`src/rtl/dead_layer_energy_correction_assert.svh`:
```
// Assertion macros shared by the RTL. Each one samples on the rising edge of clk and is
// disabled while rst is high.
`ifndef DEAD_LAYER_ENERGY_CORRECTION_ASSERT_SVH
`define DEAD_LAYER_ENERGY_CORRECTION_ASSERT_SVH
`ifndef NO_ASSERTIONS
`define DLEC_ASSERT(name, cond, msg) \
  name: assert property (@(posedge clk) disable iff (rst) (cond)) else $error(msg);
`define DLEC_ASSERT_IMP(name, pre, cond, msg) \
  name: assert property (@(posedge clk) disable iff (rst) (pre) |-> (cond)) else $error(msg);
`define DLEC_ASSERT_NEXT(name, pre, cond, msg) \
  name: assert property (@(posedge clk) disable iff (rst) (pre) |=> (cond)) else $error(msg);
`else
`define DLEC_ASSERT(name, cond, msg)
`define DLEC_ASSERT_IMP(name, pre, cond, msg)
`define DLEC_ASSERT_NEXT(name, pre, cond, msg)
`endif
`endif

```
`src/rtl/dlec_pkg.sv`:
```
package dlec_pkg;

  localparam int FRAC_BITS  = 4;
  localparam int E_W        = 16;
  localparam int T_W        = 16;
  localparam int K_W        = 17;
  localparam int E_INT_FRAC = 8;
  localparam int T_FRAC     = 8;
  localparam int F0_SCALE   = 16;
  localparam int OUT_SHIFT  = F0_SCALE - FRAC_BITS;

  localparam int NUM_COEF  = 5;
  localparam int NUM_TERMS = 4;
  localparam int K_IDX_W   = $clog2(NUM_COEF);
  localparam int J_IDX_W   = $clog2(NUM_TERMS);
  localparam int SH_W      = 5;

  // Energy path: widened energy and the running Horner value.
  localparam int X_W    = E_W + E_INT_FRAC - FRAC_BITS;
  localparam int B_W    = (FRAC_BITS < 4) ? 42 + 4 * (4 - FRAC_BITS) : 42;
  localparam int B_LO_W = B_W / 2;
  localparam int B_HI_W = B_W - B_LO_W;

  // Thickness path: accumulator of the coefficient polynomials.
  localparam int A_W    = 56;
  localparam int A_LO_W = A_W / 2;
  localparam int A_HI_W = A_W - A_LO_W;

  // Three stages per cell plus rounding and clipping.
  localparam int PIPE_DEPTH = 3 * NUM_TERMS + 2;
  localparam int FLIGHT_W   = $clog2(PIPE_DEPTH + 1);

  localparam logic [T_W-1:0]        THICK_RESET = T_W'(15258);
  localparam logic signed [K_W-1:0] KE_MAX      = K_W'(65535);
  localparam logic signed [K_W-1:0] KE_MIN      = K_W'(-65536);

  typedef struct packed {
    logic                  valid;
    logic [X_W-1:0]        x;
    logic signed [B_W-1:0] b;
  } hc_bus_t;

  typedef struct packed {
    logic busy;
    logic cfg_ready;
  } coef_status_t;

  typedef logic [NUM_COEF-1:0][B_W-1:0] coef_vec_t;
  typedef logic [NUM_COEF-1:0][NUM_TERMS-1:0][A_W-1:0] coef_tab_t;

  typedef struct packed {
    int mant;
    int dexp;
  } dec_t;

  function automatic int thick_scale(int k);
    case (k)
      0:       return 40;
      1:       return 44;
      2:       return 56;
      3:       return 68;
      default: return 76;
    endcase
  endfunction

  function automatic int energy_scale(int k);
    case (k)
      0:       return 16;
      1:       return 18;
      2:       return 34;
      3:       return 48;
      default: return 64;
    endcase
  endfunction

  function automatic int horner_shift(int k);
    return energy_scale(k + 1) + E_INT_FRAC - energy_scale(k);
  endfunction

  function automatic int rescale_shift(int k);
    return thick_scale(k) - energy_scale(k);
  endfunction

  // Decimal constants mant * 10^-dexp, row k is coefficient k, column j the power of t.
  function automatic dec_t dec_value(int k, int j);
    dec_t d;
    case (k * NUM_TERMS + j)
      0:       d = '{mant: -5174, dexp: 4};
      1:       d = '{mant: 4172,  dexp: 4};
      2:       d = '{mant: 3610,  dexp: 6};
      3:       d = '{mant: -1286, dexp: 9};
      4:       d = '{mant: 10000, dexp: 4};
      5:       d = '{mant: 8703,  dexp: 6};
      6:       d = '{mant: 1252,  dexp: 8};
      7:       d = '{mant: 6948,  dexp: 11};
      8:       d = '{mant: 2990,  dexp: 9};
      9:       d = '{mant: -7937, dexp: 9};
      10:      d = '{mant: -2219, dexp: 11};
      11:      d = '{mant: -2877, dexp: 13};
      12:      d = '{mant: -8258, dexp: 12};
      13:      d = '{mant: 4031,  dexp: 12};
      14:      d = '{mant: 9673,  dexp: 16};
      15:      d = '{mant: 3661,  dexp: 16};
      16:      d = '{mant: 3652,  dexp: 15};
      17:      d = '{mant: -8652, dexp: 16};
      18:      d = '{mant: 4059,  dexp: 18};
      default: d = '{mant: -1294, dexp: 19};
    endcase
    return d;
  endfunction

  // Rounded mant * 10^-dexp * 2^g by restoring long division of |mant| * 2^(g-dexp)
  // by 5^dexp, ties away from zero.
  function automatic logic signed [A_W-1:0] scale_const(int mant, int dexp, int g);
    logic [63:0]           d;
    logic [63:0]           q;
    logic [63:0]           r;
    logic [15:0]           n;
    logic signed [A_W-1:0] qs;
    int                    sh;
    int                    i;
    d = 64'd1;
    for (i = 0; i < dexp; i++) d = d * 64'd5;
    n  = (mant < 0) ? 16'(-mant) : 16'(mant);
    sh = g - dexp;
    q  = '0;
    r  = '0;
    for (i = 15 + sh; i >= 0; i--) begin
      r = {r[62:0], (i >= sh) ? n[i - sh] : 1'b0};
      q = {q[62:0], 1'b0};
      if (r >= d) begin
        r = r - d;
        q = q | 64'd1;
      end
    end
    if ({r[62:0], 1'b0} >= d) q = q + 64'd1;
    qs = q[A_W-1:0];
    if (mant < 0) qs = -qs;
    return qs;
  endfunction

  function automatic coef_tab_t build_coef_tab();
    coef_tab_t tab;
    dec_t      dc;
    int        k;
    int        j;
    for (k = 0; k < NUM_COEF; k++) begin
      for (j = 0; j < NUM_TERMS; j++) begin
        dc        = dec_value(k, j);
        tab[k][j] = scale_const(dc.mant, dc.dexp, thick_scale(k));
      end
    end
    return tab;
  endfunction

  localparam coef_tab_t COEF_TAB = build_coef_tab();

endpackage

```
`src/rtl/dlec_coef_unit.sv`:
```
module dlec_coef_unit (
  input  logic                    clk,
  input  logic                    rst,
  input  logic                    cfg_valid,
  input  logic [dlec_pkg::T_W-1:0] cfg_data,
  input  logic                    pipe_empty,
  output dlec_pkg::coef_status_t  status,
  output dlec_pkg::coef_vec_t     coef
);
  import dlec_pkg::*;

  typedef enum logic [2:0] {S_IDLE, S_LOAD, S_MUL, S_RND, S_ADD, S_SCALE} state_t;

  localparam int PA_W = A_W + T_W + 1;

  state_t                      state;
  logic [K_IDX_W-1:0]          k;
  logic [J_IDX_W-1:0]          j;
  logic [T_W-1:0]              thick;
  logic signed [A_W-1:0]       acc;
  logic [A_LO_W+T_W-1:0]       pp_lo;
  logic signed [A_HI_W+T_W:0]  pp_hi;
  logic                        neg;

  logic signed [PA_W-1:0]      prod;
  logic signed [PA_W-1:0]      rnd_sum;
  logic signed [PA_W-1:0]      rnd_val;
  logic [SH_W-1:0]             sc_shift;
  logic signed [A_W-1:0]       sc_sum;
  logic signed [A_W-1:0]       sc_val;
  logic                        cfg_take;

  assign status.busy      = (state != S_IDLE);
  assign status.cfg_ready = (state == S_IDLE) && pipe_empty;
  assign cfg_take         = cfg_valid && status.cfg_ready;

  // The wide product a * T is rebuilt from two narrow partial products.
  always_comb begin
    prod    = (PA_W'(pp_hi) <<< A_LO_W) + PA_W'(pp_lo);
    rnd_sum = prod + (PA_W'(1) << (T_FRAC - 1)) - PA_W'(neg);
    rnd_val = rnd_sum >>> T_FRAC;
  end

  always_comb begin
    sc_shift = SH_W'(rescale_shift(int'(k)));
    sc_sum   = acc + (A_W'(1) << (sc_shift - SH_W'(1))) - A_W'(acc[A_W-1]);
    sc_val   = sc_sum >>> sc_shift;
  end

  always_ff @(posedge clk) begin
    if (rst) begin
      state <= S_LOAD;
      k     <= K_IDX_W'(NUM_COEF - 1);
      j     <= '0;
      thick <= THICK_RESET;
    end else begin
      unique case (state)
        S_IDLE: begin
          if (cfg_take) begin
            thick <= cfg_data;
            k     <= K_IDX_W'(NUM_COEF - 1);
            state <= S_LOAD;
          end
        end
        S_LOAD: begin
          acc   <= COEF_TAB[k][NUM_TERMS-1];
          j     <= J_IDX_W'(NUM_TERMS - 2);
          state <= S_MUL;
        end
        S_MUL: begin
          pp_lo <= acc[A_LO_W-1:0] * thick;
          pp_hi <= $signed(acc[A_W-1:A_LO_W]) * $signed({1'b0, thick});
          neg   <= acc[A_W-1] && (thick != '0);
          state <= S_RND;
        end
        S_RND: begin
          acc   <= rnd_val[A_W-1:0];
          state <= S_ADD;
        end
        S_ADD: begin
          acc <= acc + $signed(COEF_TAB[k][j]);
          if (j == '0) begin
            state <= S_SCALE;
          end else begin
            j     <= j - J_IDX_W'(1);
            state <= S_MUL;
          end
        end
        S_SCALE: begin
          coef[k] <= sc_val[B_W-1:0];
          if (k == '0) begin
            state <= S_IDLE;
          end else begin
            k     <= k - K_IDX_W'(1);
            state <= S_LOAD;
          end
        end
        default: state <= S_IDLE;
      endcase
    end
  end

endmodule

```
`config.mk`:
```
export PLATFORM = sky130hd
export DESIGN_NAME = dlec_coef_unit
export DESIGN_NICKNAME = d
export VERILOG_FILES = /design/src/rtl/dead_layer_energy_correction_assert.svh /design/src/rtl/dlec_pkg.sv /design/src/rtl/dlec_coef_unit.sv
export SDC_FILE = /design/constraint.sdc
export NUM_CORES = 2
export LEC_CHECK = 0
export BUFFER_PORTS_ARGS = -buffer_cell sky130_fd_sc_hd__buf_2
export CORE_MARGIN = 2
export CORE_UTILIZATION = 55
export DETAILED_ROUTE_END_ITERATION = 7
export PLACE_DENSITY = 0.78
export RECOVER_POWER = 25
export SLEW_MARGIN = 25
export SYNTH_ARGS = -nofsm -noshare
export SYNTH_HDL_FRONTEND = slang
export SYNTH_SLANG_ARGS = --single-unit
```
`constraint.sdc`:
```
create_clock -name clk -period 12.93 [get_ports clk]
set_input_delay 2.586 -clock clk [delete_from_list [all_inputs] [get_ports clk]]
set_output_delay 2.586 -clock clk [all_outputs]
set_load 0.03 [all_outputs]
```
==> reports/qor.txt <==
status: complete, but fails checks
failing checks: max-capacitance violations, max-slew violations
Setup WS pre-CTS: 4.74 ns
Inst Count DP: 7175
TritonCTS clock tree: done
largest net degree at the start of global routing: 73
asr flop ratio synth: 0
Clock Latency Late Sink: 0.62 ns
Max transition margin: -1.03
Nets: 7108
Post-synth EDFFs: 347
worst hold path class: flop to flop
worst hold start: thick[12]
postcts setup bufs: 0
first-pass GRT wire length: 243000 µm
crit path max fanout: 52
max-capacitance violation count: 5
RSZ-0062 raised after global routing: false
die area: 0.100 mm²
register area share after synthesis: 0.214
GRT overflow: 0
Seq cells post-synth: 400
setup ws final: 4.48 ns
row count: 114
Cells on Worst Hold Path: 2
Inserted Clock Buffers: 46
Crit path required time: 13.24 ns
Reg clk slew, reported paths: 0.06 ns
Critical R2R Launch: k[1]
Worst Tran Pin Value: 3.05 ns
clock buffer depth: 3
routed len/inst: 21.1 µm
Starting Density: 0.555
dominant synthesized flop cell: edfxtp_1
total track usage: 0.311
reg2reg end: coef[104]
CTS Root Buffer Type: clkbuf_16
I/O pin count: 232
Cells after Synth: 5887
Antenna Nets Post-Route: 0
final worst-path cycle share: 0.653
drt first-iter violations: 3902
synthesized area: 0.0537 mm²
CP endpoint kind: flop
Clock Skews: 0.0238 ns
placer congestion estimate: 0.959
WHS Endpoint: thick[12]
die span in x: 317 µm
fmax: 118 MHz
Routed Wire Length: 154000 µm
Layout fillers: 8298
Yosys cell types: 89
syn_nets: 7044
Initial DRT Pass Iterations: 7
final setup fails: 0
TritonCTS Sinks: 400
Setup Crit Path Kind: flop to flop
vias: 43161
hold_buf cts: 0
number of global-route vias before repair: 43850
initial antenna violation count: 1
htree depth: 2
number of port buffers: 231
Die Y-Extent: 317 µm
Ys Warns: 0
final hold vios: 0
syn avg cell area: 9.12 µm²
non-filler cells, final: 7265
post-route setup TNS: 0 ns
# DRC: 0
min Tclk post-route: 8.45 ns
Slew Viols, Final: 173
layout cells sized above 1: 0.0531
R2R setup slack: 4.48 ns
startpoint class of the critical path: flop
Floorplan Core Area: 0.0967 mm²
Area Growth Syn to Fin: 6.77%
Worst EP arrival: 8.76 ns
DPL Wire Length: 114000 µm
reg2reg path depth: 26
cts repair resizes: 0
via/cell ratio: 5.94
[cell usage in the layout (no fill, tap or decap), types with 62 or more instances in the layout]
| cell | Yosys | layout |
|---|---|---|
| inv_1 | 1044 | 1044 |
| xor2_1 | 91 | 90 |
| buf_2 | 4 | 84 |
| nand3_1 | 62 | 62 |
| edfxtp_1 | 347 | 347 |
| nor2_1 | 180 | 173 |
| a21o_1 | 121 | 121 |
| nand2_1 | 840 | 840 |
| and2_1 | 333 | 325 |
| buf_4 | 1 | 65 |
| ha_1 | 418 | 418 |
| clkbuf_1 | 266 | 155 |
| xnor2_1 | 165 | 164 |
| fa_1 | 719 | 719 |
| o21ai_0 | 210 | 210 |
| a21oi_1 | 345 | 345 |
[flip-flops by register name (all words and copies together), names as in the netlist, 2 cells and up, named ones only]
| name | flops |
|---|---|
| acc | 56 |
| coef | 210 |
| j | 2 |
| k | 3 |
| pp_hi | 36 |
| pp_lo | 44 |
| state | 3 |
| thick | 16 |
[worst max-delay path by stage]
stage / startpoint / depth (start not counted) / to
3_3_place_gp: k[1] / 26 / coef[109]
4_1_cts: k[1] / 26 / coef[62]
3_5_place_dp: k[1] / 26 / coef[104]
5_1_grt: k[1] / 27 / coef[104]
2_1_floorplan: rst / 3 / neg
6_report: k[1] / 26 / coef[104]
[synth_stat cells (18+ instances only)]
cell type | instances | area (µm²)
nand2b_1 | 46 | 288
nor2b_1 | 22 | 138
fa_1 | 719 | 14400
a31oi_1 | 30 | 188
mux2i_1 | 35 | 350
xor2_1 | 91 | 797
nand2_1 | 840 | 3150
edfxtp_1 | 347 | 10400
dfxtp_1 | 53 | 1060
o211ai_1 | 38 | 285
a21o_1 | 121 | 908
xnor2_1 | 165 | 1450
inv_1 | 1044 | 3920
nor3_1 | 36 | 180
mux4_2 | 18 | 405
clkbuf_1 | 266 | 998
and3_1 | 27 | 169
nand3_1 | 62 | 310
and2_1 | 333 | 2080
o221ai_1 | 25 | 219
nor2_1 | 180 | 676
o21ai_0 | 210 | 1050
a21oi_1 | 345 | 1730
o21bai_1 | 27 | 203
nand4_1 | 46 | 288
o21a_1 | 31 | 233
a211oi_1 | 40 | 300
ha_1 | 418 | 5230
[metrics by stage]
step                utilization  hold WS (ns)  instance area (µm²)
finish                    0.593         0.456                57300
CTS                       0.595         0.457                57500
global route              0.593         0.494                57300
detailed placement        0.578         0.446                55900
floorplan                     -         0.506                53700
global placement          0.578         0.439                55900
[per-layer routing]
metal  GRT usage  vias up  routed length [µm]
met3      0.0565      394               16400
met1       0.423    21253               61100
li1            -    19189                   -
met2       0.503     2325               70000
met5           0        -                   0
met4       0.109        0                6080
[kinds of logic after synthesis]
logic type | Yosys count | synth area share
simple gates | 1665 | 0.145
buf+inv | 1333 | 0.0959
fa+ha+maj | 1137 | 0.365
compound gates | 1038 | 0.123
flops | 400 | 0.214
xor+xnor | 257 | 0.0420
mux | 57 | 0.0149
[critical path: stages, from the launching register on]
cell      delay (ns)
dfxtp_2         0.31
buf_4           0.46
inv_1           0.14
buf_4           0.29
ha_1            0.29
nor3_1          0.28
ha_1            0.19
a21boi_0        0.65
xnor2_2         0.08
buf_4           0.30
nor3_1          0.79
nand2_1         0.13
ha_1            0.32
inv_1           0.04
ha_1            0.35
a21oi_1         0.27
o21ai_0         0.16
or3_1           0.32
nor3_1          0.45
nor2_1          0.11
a41oi_1         0.51
o21ai_1         0.16
xor2_1          0.40
nor2_1          0.08
a21oi_1         0.14
o221ai_1        0.22
o21ai_0         0.68
[area by class of cell]
type	count	area (µm²)	area share
multi-input combinational	4154	37200	0.648
clock buffer	55	1260	0.0219
sequential	400	11500	0.201
clock inverter	29	359	0.00626
tap	1276	1600	0.0278
timing repair buffer	304	1530	0.0267
antenna	2	5.00	0.0000873
inverter	1045	3920	0.0684
Power is not shown: default switching activity piles up to over one toggle a cycle in this logic, so the estimate is an artifact.
