`config.mk`:
```
export PLATFORM = sky130hd
export DESIGN_NAME = dlec_horner_cell
export DESIGN_NICKNAME = d
export VERILOG_FILES = /design/src/rtl/dead_layer_energy_correction_assert.svh /design/src/rtl/dlec_pkg.sv /design/src/rtl/dlec_horner_cell.sv
export SDC_FILE = /design/constraint.sdc
export NUM_CORES = 2
export LEC_CHECK = 0
export ABC_AREA = 1
export BUFFER_PORTS_ARGS = -buffer_cell sky130_fd_sc_hd__buf_2
export CORE_ASPECT_RATIO = 1.75
export CORE_UTILIZATION = 60
export DETAILED_ROUTE_END_ITERATION = 8
export PLACE_DENSITY = 0.78
export SYNTH_ARGS = -nofsm -noshare
export SYNTH_HDL_FRONTEND = slang
export SYNTH_SLANG_ARGS = --single-unit
```
`constraint.sdc`:
```
create_clock -name clk -period 21.4 [get_ports clk]
set_input_delay 3.21 -clock clk [delete_from_list [all_inputs] [get_ports clk]]
set_output_delay 3.21 -clock clk [all_outputs]
set_load 0.005 [all_outputs]
```
`src/rtl/dead_layer_energy_correction_assert.svh`:
```
// Assertion macros shared by the RTL. Each one samples on the rising edge of clk and is
// disabled while rst is high.
`ifndef DEAD_LAYER_ENERGY_CORRECTION_ASSERT_SVH
`define DEAD_LAYER_ENERGY_CORRECTION_ASSERT_SVH
`ifndef NO_ASSERTIONS
`define DLEC_ASSERT(name, cond, msg) \
  name: assert property (@(posedge clk) disable iff (rst) (cond)) else $error(msg);
`define DLEC_ASSERT_IMP(name, pre, cond, msg) \
  name: assert property (@(posedge clk) disable iff (rst) (pre) |-> (cond)) else $error(msg);
`define DLEC_ASSERT_NEXT(name, pre, cond, msg) \
  name: assert property (@(posedge clk) disable iff (rst) (pre) |=> (cond)) else $error(msg);
`else
`define DLEC_ASSERT(name, cond, msg)
`define DLEC_ASSERT_IMP(name, pre, cond, msg)
`define DLEC_ASSERT_NEXT(name, pre, cond, msg)
`endif
`endif

```
`src/rtl/dlec_pkg.sv`:
```
package dlec_pkg;

  localparam int FRAC_BITS  = 4;
  localparam int E_W        = 16;
  localparam int T_W        = 16;
  localparam int K_W        = 17;
  localparam int E_INT_FRAC = 8;
  localparam int T_FRAC     = 8;
  localparam int F0_SCALE   = 16;
  localparam int OUT_SHIFT  = F0_SCALE - FRAC_BITS;

  localparam int NUM_COEF  = 5;
  localparam int NUM_TERMS = 4;
  localparam int K_IDX_W   = $clog2(NUM_COEF);
  localparam int J_IDX_W   = $clog2(NUM_TERMS);
  localparam int SH_W      = 5;

  // Energy path: widened energy and the running Horner value.
  localparam int X_W    = E_W + E_INT_FRAC - FRAC_BITS;
  localparam int B_W    = (FRAC_BITS < 4) ? 42 + 4 * (4 - FRAC_BITS) : 42;
  localparam int B_LO_W = B_W / 2;
  localparam int B_HI_W = B_W - B_LO_W;

  // Thickness path: accumulator of the coefficient polynomials.
  localparam int A_W    = 56;
  localparam int A_LO_W = A_W / 2;
  localparam int A_HI_W = A_W - A_LO_W;

  // Three stages per cell plus rounding and clipping.
  localparam int PIPE_DEPTH = 3 * NUM_TERMS + 2;
  localparam int FLIGHT_W   = $clog2(PIPE_DEPTH + 1);

  localparam logic [T_W-1:0]        THICK_RESET = T_W'(15258);
  localparam logic signed [K_W-1:0] KE_MAX      = K_W'(65535);
  localparam logic signed [K_W-1:0] KE_MIN      = K_W'(-65536);

  typedef struct packed {
    logic                  valid;
    logic [X_W-1:0]        x;
    logic signed [B_W-1:0] b;
  } hc_bus_t;

  typedef struct packed {
    logic busy;
    logic cfg_ready;
  } coef_status_t;

  typedef logic [NUM_COEF-1:0][B_W-1:0] coef_vec_t;
  typedef logic [NUM_COEF-1:0][NUM_TERMS-1:0][A_W-1:0] coef_tab_t;

  typedef struct packed {
    int mant;
    int dexp;
  } dec_t;

  function automatic int thick_scale(int k);
    case (k)
      0:       return 40;
      1:       return 44;
      2:       return 56;
      3:       return 68;
      default: return 76;
    endcase
  endfunction

  function automatic int energy_scale(int k);
    case (k)
      0:       return 16;
      1:       return 18;
      2:       return 34;
      3:       return 48;
      default: return 64;
    endcase
  endfunction

  function automatic int horner_shift(int k);
    return energy_scale(k + 1) + E_INT_FRAC - energy_scale(k);
  endfunction

  function automatic int rescale_shift(int k);
    return thick_scale(k) - energy_scale(k);
  endfunction

  // Decimal constants mant * 10^-dexp, row k is coefficient k, column j the power of t.
  function automatic dec_t dec_value(int k, int j);
    dec_t d;
    case (k * NUM_TERMS + j)
      0:       d = '{mant: -5174, dexp: 4};
      1:       d = '{mant: 4172,  dexp: 4};
      2:       d = '{mant: 3610,  dexp: 6};
      3:       d = '{mant: -1286, dexp: 9};
      4:       d = '{mant: 10000, dexp: 4};
      5:       d = '{mant: 8703,  dexp: 6};
      6:       d = '{mant: 1252,  dexp: 8};
      7:       d = '{mant: 6948,  dexp: 11};
      8:       d = '{mant: 2990,  dexp: 9};
      9:       d = '{mant: -7937, dexp: 9};
      10:      d = '{mant: -2219, dexp: 11};
      11:      d = '{mant: -2877, dexp: 13};
      12:      d = '{mant: -8258, dexp: 12};
      13:      d = '{mant: 4031,  dexp: 12};
      14:      d = '{mant: 9673,  dexp: 16};
      15:      d = '{mant: 3661,  dexp: 16};
      16:      d = '{mant: 3652,  dexp: 15};
      17:      d = '{mant: -8652, dexp: 16};
      18:      d = '{mant: 4059,  dexp: 18};
      default: d = '{mant: -1294, dexp: 19};
    endcase
    return d;
  endfunction

  // Rounded mant * 10^-dexp * 2^g by restoring long division of |mant| * 2^(g-dexp)
  // by 5^dexp, ties away from zero.
  function automatic logic signed [A_W-1:0] scale_const(int mant, int dexp, int g);
    logic [63:0]           d;
    logic [63:0]           q;
    logic [63:0]           r;
    logic [15:0]           n;
    logic signed [A_W-1:0] qs;
    int                    sh;
    int                    i;
    d = 64'd1;
    for (i = 0; i < dexp; i++) d = d * 64'd5;
    n  = (mant < 0) ? 16'(-mant) : 16'(mant);
    sh = g - dexp;
    q  = '0;
    r  = '0;
    for (i = 15 + sh; i >= 0; i--) begin
      r = {r[62:0], (i >= sh) ? n[i - sh] : 1'b0};
      q = {q[62:0], 1'b0};
      if (r >= d) begin
        r = r - d;
        q = q | 64'd1;
      end
    end
    if ({r[62:0], 1'b0} >= d) q = q + 64'd1;
    qs = q[A_W-1:0];
    if (mant < 0) qs = -qs;
    return qs;
  endfunction

  function automatic coef_tab_t build_coef_tab();
    coef_tab_t tab;
    dec_t      dc;
    int        k;
    int        j;
    for (k = 0; k < NUM_COEF; k++) begin
      for (j = 0; j < NUM_TERMS; j++) begin
        dc        = dec_value(k, j);
        tab[k][j] = scale_const(dc.mant, dc.dexp, thick_scale(k));
      end
    end
    return tab;
  endfunction

  localparam coef_tab_t COEF_TAB = build_coef_tab();

endpackage

```
`src/rtl/dlec_horner_cell.sv`:
```
module dlec_horner_cell (
  input  logic                           clk,
  input  logic                           rst,
  input  dlec_pkg::hc_bus_t              din,
  input  logic signed [dlec_pkg::B_W-1:0] coef,
  input  logic [dlec_pkg::SH_W-1:0]      shift,
  output dlec_pkg::hc_bus_t              dout
);
  import dlec_pkg::*;

  localparam int PROD_W = B_W + X_W + 1;

  logic                       v1;
  logic                       v2;
  logic                       v3;
  logic [X_W-1:0]             x1;
  logic [X_W-1:0]             x2;
  logic [X_W-1:0]             x3;
  logic [B_LO_W+X_W-1:0]      pp_lo;
  logic signed [B_HI_W+X_W:0] pp_hi;
  logic                       neg1;
  logic signed [B_W-1:0]      rnd2;
  logic signed [B_W-1:0]      b3;

  logic signed [PROD_W-1:0]   prod;
  logic signed [PROD_W-1:0]   sum;
  logic signed [PROD_W-1:0]   shifted;

  // Round to nearest with ties away from zero: add half, less one for a negative product,
  // then shift arithmetically.
  always_comb begin
    prod    = (PROD_W'(pp_hi) <<< B_LO_W) + PROD_W'(pp_lo);
    sum     = prod + (PROD_W'(1) << (shift - SH_W'(1))) - PROD_W'(neg1);
    shifted = sum >>> shift;
  end

  always_ff @(posedge clk) begin
    if (rst) begin
      v1 <= 1'b0;
      v2 <= 1'b0;
      v3 <= 1'b0;
    end else begin
      v1 <= din.valid;
      v2 <= v1;
      v3 <= v2;
    end
    x1    <= din.x;
    x2    <= x1;
    x3    <= x2;
    pp_lo <= din.b[B_LO_W-1:0] * din.x;
    pp_hi <= $signed(din.b[B_W-1:B_LO_W]) * $signed({1'b0, din.x});
    neg1  <= din.b[B_W-1] && (din.x != '0);
    rnd2  <= shifted[B_W-1:0];
    b3    <= rnd2 + coef;
  end

  assign dout.valid = v3;
  assign dout.x     = x3;
  assign dout.b     = b3;

endmodule
```
==> flow_metrics.env <==
export IMPL_arrival_ns=9.84
export IMPL_final_cell_mix="sky130_fd_sc_hd__inv_1 (1914), sky130_fd_sc_hd__nand2_1 (1798), sky130_fd_sc_hd__fa_1 (788), sky130_fd_sc_hd__nand3_1 (524), sky130_fd_sc_hd__ha_1 (458)"
export IMPL_path_max_fanout=44
export IMPL_finalWorstPathRequiredPeriod_ns=9.31
export IMPL_grt_overflow=0
export IMPL_num_fill_cells=7491
export IMPL_start_util=0.608
export IMPL_ys_seq_elements=231
export IMPL_dieWidth_um=219
export IMPL_cts_buffers_inserted=26
export IMPL_flow_area_growth_from_synthesis_pct=4.75
export IMPL_grt_antenna_before_repair=14
export IMPL_status="complete, but fails checks"
export IMPL_cts_htree_levels=1
export IMPL_hold_path_end="x2[16]"
export IMPL_postSynthNetCount=8281
export IMPL_route_antenna_remaining_nets=0
export IMPL_holdPathStages=0
export IMPL_post_route_insts_no_fill=7986
export IMPL_row_count=138
export IMPL_setup_reg_to_reg_worst_slack_ns=16.43
export IMPL_timing_final_crit_share=0.435
export IMPL_ioPinCount=175
export IMPL_die_y_um=381
export IMPL_worstSkewPairLatency_ns=0.63
export IMPL_crit_chain="buf_2 > nand2_1 > fa_1 > inv_1 > fa_1 > fa_1 > fa_1 > fa_1 > fa_1 > inv_1 > fa_1 > inv_1 > ha_1 > nand2_1 > nor2_1 > nand4_1 > o221ai_1 > nand3_1 > nand2_1 > nand3_1 > o211ai_1 > xor2_1"
export IMPL_tritoncts_clock_tree="yes"
export IMPL_met1_usage=0.374
export IMPL_timing_critical_path_slowest_stage_cell="sky130_fd_sc_hd__buf_2"
export IMPL_worst_setup_hold_path_clk_slew_ns=0.07
export IMPL_routabilityCongestion=1.01
export IMPL_hold_fails_final_rpt=0
export IMPL_grt_max_degree=74
export IMPL_first_global_vias=48200
export IMPL_post_route_drc_count=0
export IMPL_cts_resized=0
export IMPL_port_buffers=174
export IMPL_grt_first_pass_wirelength_um=260000
export IMPL_vias=44300
export IMPL_setup_viol=0
export IMPL_drtPass1Iterations=6
export IMPL_async_s_r_ff_share_synth=0
export IMPL_setup_repair_after_global_routing_missed_its_margin="no"
export IMPL_worstHoldStart="x1[16]"
export IMPL_post_cts_hold_buffers=0
export IMPL_detailedRoute_firstIterationViolations=2592
export IMPL_viasPerCell=5.54
export IMPL_worst_path_buf_inv=4
export IMPL_ys_types=53
export IMPL_synth_yosys_seq_area_share=0.0937
export IMPL_synth_enable_flop_cells=0
export IMPL_yosys_warnings=0
export IMPL_final_setup_skew_ns=0.0353
export IMPL_detailed_place_hpwl_um=134000
export IMPL_clock_tree_root_cell="sky130_fd_sc_hd__clkbuf_16"
export IMPL_final_max_tran_viols=4
export IMPL_path_delay_family="adder cells"
export IMPL_finish_net_count=8264
export IMPL_core_area_um2=81200
export IMPL_cp_common_cell="sky130_fd_sc_hd__fa_1"
export IMPL_drive_gt1_frac=0.0463
export IMPL_worst_r2r_endpoint="rnd2[15]"
export IMPL_failing_checks="capacitance limit, slew limit"
export IMPL_maxCapViolCount=1
export IMPL_layer_with_the_highest_usage="met2"
export IMPL_syn_inst=6923
export IMPL_design_die_area_um2=83400
export IMPL_startpoint_type="primary input"
export IMPL_clock_fmax_mhz=107
export IMPL_groute_layer_met2_usage=0.745
export IMPL_max_slew_worst_pin_slew_ns=1.52
export IMPL_worstReg2RegStart="neg1"
export IMPL_cts_root_to_sink_buffers=3
export IMPL_grt_util_met3=0.0890
export IMPL_cts_post_setup_buffers_inserted=0
export IMPL_critical_path_max_stage_delay_ns=0.87
export IMPL_avgSynthCellArea_um2=7.13
export IMPL_synth_cell_area_um2=49300
export IMPL_post_place_cells=7927
export IMPL_routed_wire_length_per_instance_um=20.9
export IMPL_synth_top_flop_cell="sky130_fd_sc_hd__dfxtp_1"
export IMPL_reg2regPathDepth=20
export IMPL_grt_use_total=0.417
export IMPL_criticalPathCategory="primary input to flip-flop"
export IMPL_hold_class="flip-flop to flip-flop"
export IMPL_cp_end_kind="flip-flop"
export IMPL_layout_cells_most_common="sky130_fd_sc_hd__inv_1"
export IMPL_max_slew_margin_rel=-0.0267
export IMPL_setup_total_negative_slack_ns=0
export IMPL_wire_length_reported_by_the_detailed_router_um=167000
export IMPL_cp_data_required_time_ns=21.93
export IMPL_clock_sinks=231
per-layer routing:
layer	vias up	share of wire
met5	-	0.00022
met4	6	0.12
met3	910	0.068
met2	1983	0.51
met1	21000	0.30
li1	20300	-
state kept, by name (all words and copies together), names as in the netlist:
| register | cells |
|---|---|
| b3 | 42 |
| pp_hi | 42 |
| rnd2 | 42 |
| pp_lo | 41 |
| x1 | 20 |
| x2 | 20 |
| x3 | 20 |
| neg1 | 1 |
| v1 | 1 |
| v2 | 1 |
| v3 | 1 |
synthesized netlist by cell type, types with 4 or more instances:
cell | count | share of area
sky130_fd_sc_hd__a221oi_1 | 5 | 0.00089
sky130_fd_sc_hd__nand3_1 | 524 | 0.053
sky130_fd_sc_hd__buf_1 | 8 | 0.00061
sky130_fd_sc_hd__nor2_2 | 14 | 0.0018
sky130_fd_sc_hd__nand4_1 | 28 | 0.0035
sky130_fd_sc_hd__ha_1 | 458 | 0.12
sky130_fd_sc_hd__nand2_2 | 11 | 0.0014
sky130_fd_sc_hd__inv_2 | 4 | 0.00030
sky130_fd_sc_hd__o21ai_0 | 110 | 0.011
sky130_fd_sc_hd__o21bai_1 | 11 | 0.0017
sky130_fd_sc_hd__a211oi_1 | 7 | 0.0011
sky130_fd_sc_hd__xnor2_1 | 54 | 0.0096
sky130_fd_sc_hd__a31oi_1 | 22 | 0.0028
sky130_fd_sc_hd__nor2_1 | 243 | 0.018
sky130_fd_sc_hd__nor3_1 | 26 | 0.0026
sky130_fd_sc_hd__xor2_1 | 99 | 0.018
sky130_fd_sc_hd__o211ai_1 | 17 | 0.0026
sky130_fd_sc_hd__clkbuf_4 | 7 | 0.0011
sky130_fd_sc_hd__nand3_2 | 12 | 0.0024
sky130_fd_sc_hd__nand2_1 | 1798 | 0.14
sky130_fd_sc_hd__a21o_1 | 4 | 0.00061
sky130_fd_sc_hd__nand3b_1 | 10 | 0.0015
sky130_fd_sc_hd__nor4_1 | 23 | 0.0029
sky130_fd_sc_hd__buf_2 | 24 | 0.0024
sky130_fd_sc_hd__or2_2 | 5 | 0.00063
sky130_fd_sc_hd__o21a_1 | 11 | 0.0017
sky130_fd_sc_hd__o21ai_1 | 8 | 0.00081
sky130_fd_sc_hd__inv_1 | 1914 | 0.15
sky130_fd_sc_hd__o21ai_2 | 4 | 0.00071
sky130_fd_sc_hd__dfxtp_1 | 231 | 0.094
sky130_fd_sc_hd__clkbuf_1 | 198 | 0.015
sky130_fd_sc_hd__fa_1 | 788 | 0.32
sky130_fd_sc_hd__buf_4 | 9 | 0.0014
sky130_fd_sc_hd__a21oi_2 | 13 | 0.0023
sky130_fd_sc_hd__a21oi_1 | 185 | 0.019
sky130_fd_sc_hd__mux2i_1 | 5 | 0.0010
through the flow:
step,worst slack (ns),area [um^2],hold slack [ns],utilization
after floorplan,12.34,49300,0.310,-
after global placement,11.69,50700,0.310,0.625
after detailed placement,11.61,50700,0.312,0.625
after CTS,12.23,51600,0.309,0.636
after global routing,11.78,51700,0.323,0.637
final,12.09,51700,0.309,0.637
worst reg2reg max path, cell delays in order, from the launching register on:
cell                       delay (ns)
sky130_fd_sc_hd__dfxtp_1         0.44
sky130_fd_sc_hd__ha_1            0.19
sky130_fd_sc_hd__inv_1           0.04
sky130_fd_sc_hd__ha_1            0.28
sky130_fd_sc_hd__ha_1            0.23
sky130_fd_sc_hd__fa_1            0.51
sky130_fd_sc_hd__nand3_1         0.15
sky130_fd_sc_hd__nand3_2         0.12
sky130_fd_sc_hd__nand3_1         0.10
sky130_fd_sc_hd__nand3b_1        0.56
sky130_fd_sc_hd__nand2_1         0.21
sky130_fd_sc_hd__nand2_1         0.31
sky130_fd_sc_hd__nand2_1         0.18
sky130_fd_sc_hd__nand2_1         0.06
sky130_fd_sc_hd__nand2_1         0.08
sky130_fd_sc_hd__nand3_1         0.09
sky130_fd_sc_hd__nand3_1         0.13
sky130_fd_sc_hd__nand3_1         0.15
sky130_fd_sc_hd__nand3_1         0.25
sky130_fd_sc_hd__nand3_1         0.61
sky130_fd_sc_hd__nand2_1         0.20
cell type report:
class,instances,area (um^2),share of cell area
clock buffers,30,697,0.0135
inverters,1920,7210,0.139
repair buffers,206,1110,0.0216
well taps,1050,1310,0.0254
multi-input cells,4521,36400,0.705
diodes,10,25.0,0.000484
clock inverters,18,263,0.00508
flip-flops and latches,231,4620,0.0895
cells by family after synthesis:
| family | after synthesis | synth area share |
|---|---|---|
| buffers and inverters | 2171 | 0.168 |
| muxes | 5 | 0.00101 |
| and+or+nand+nor | 2709 | 0.228 |
| AOI/OAI and AO/OA | 408 | 0.0470 |
| DFF | 231 | 0.0937 |
| xor gates and xnor gates | 153 | 0.0272 |
| adders and majority gates | 1246 | 0.436 |
worst max-delay path by stage:
| stage | cells after the start | slack [ns] | start | end |
|---|---|---|---|---|
| floorplan | 29 | 12.34 | din[45] | pp_lo[32] |
| global placement | 22 | 11.69 | din[57] | pp_hi[41] |
| detailed placement | 22 | 11.61 | din[57] | pp_hi[41] |
| CTS | 22 | 12.23 | din[57] | pp_hi[41] |
| global route | 29 | 11.78 | din[45] | pp_lo[32] |
| finish | 22 | 12.09 | din[57] | pp_hi[41] |
Power is left out: the tool's default activity adds up to more than one toggle a clock period on the data nets, which glitch-free logic cannot reach.
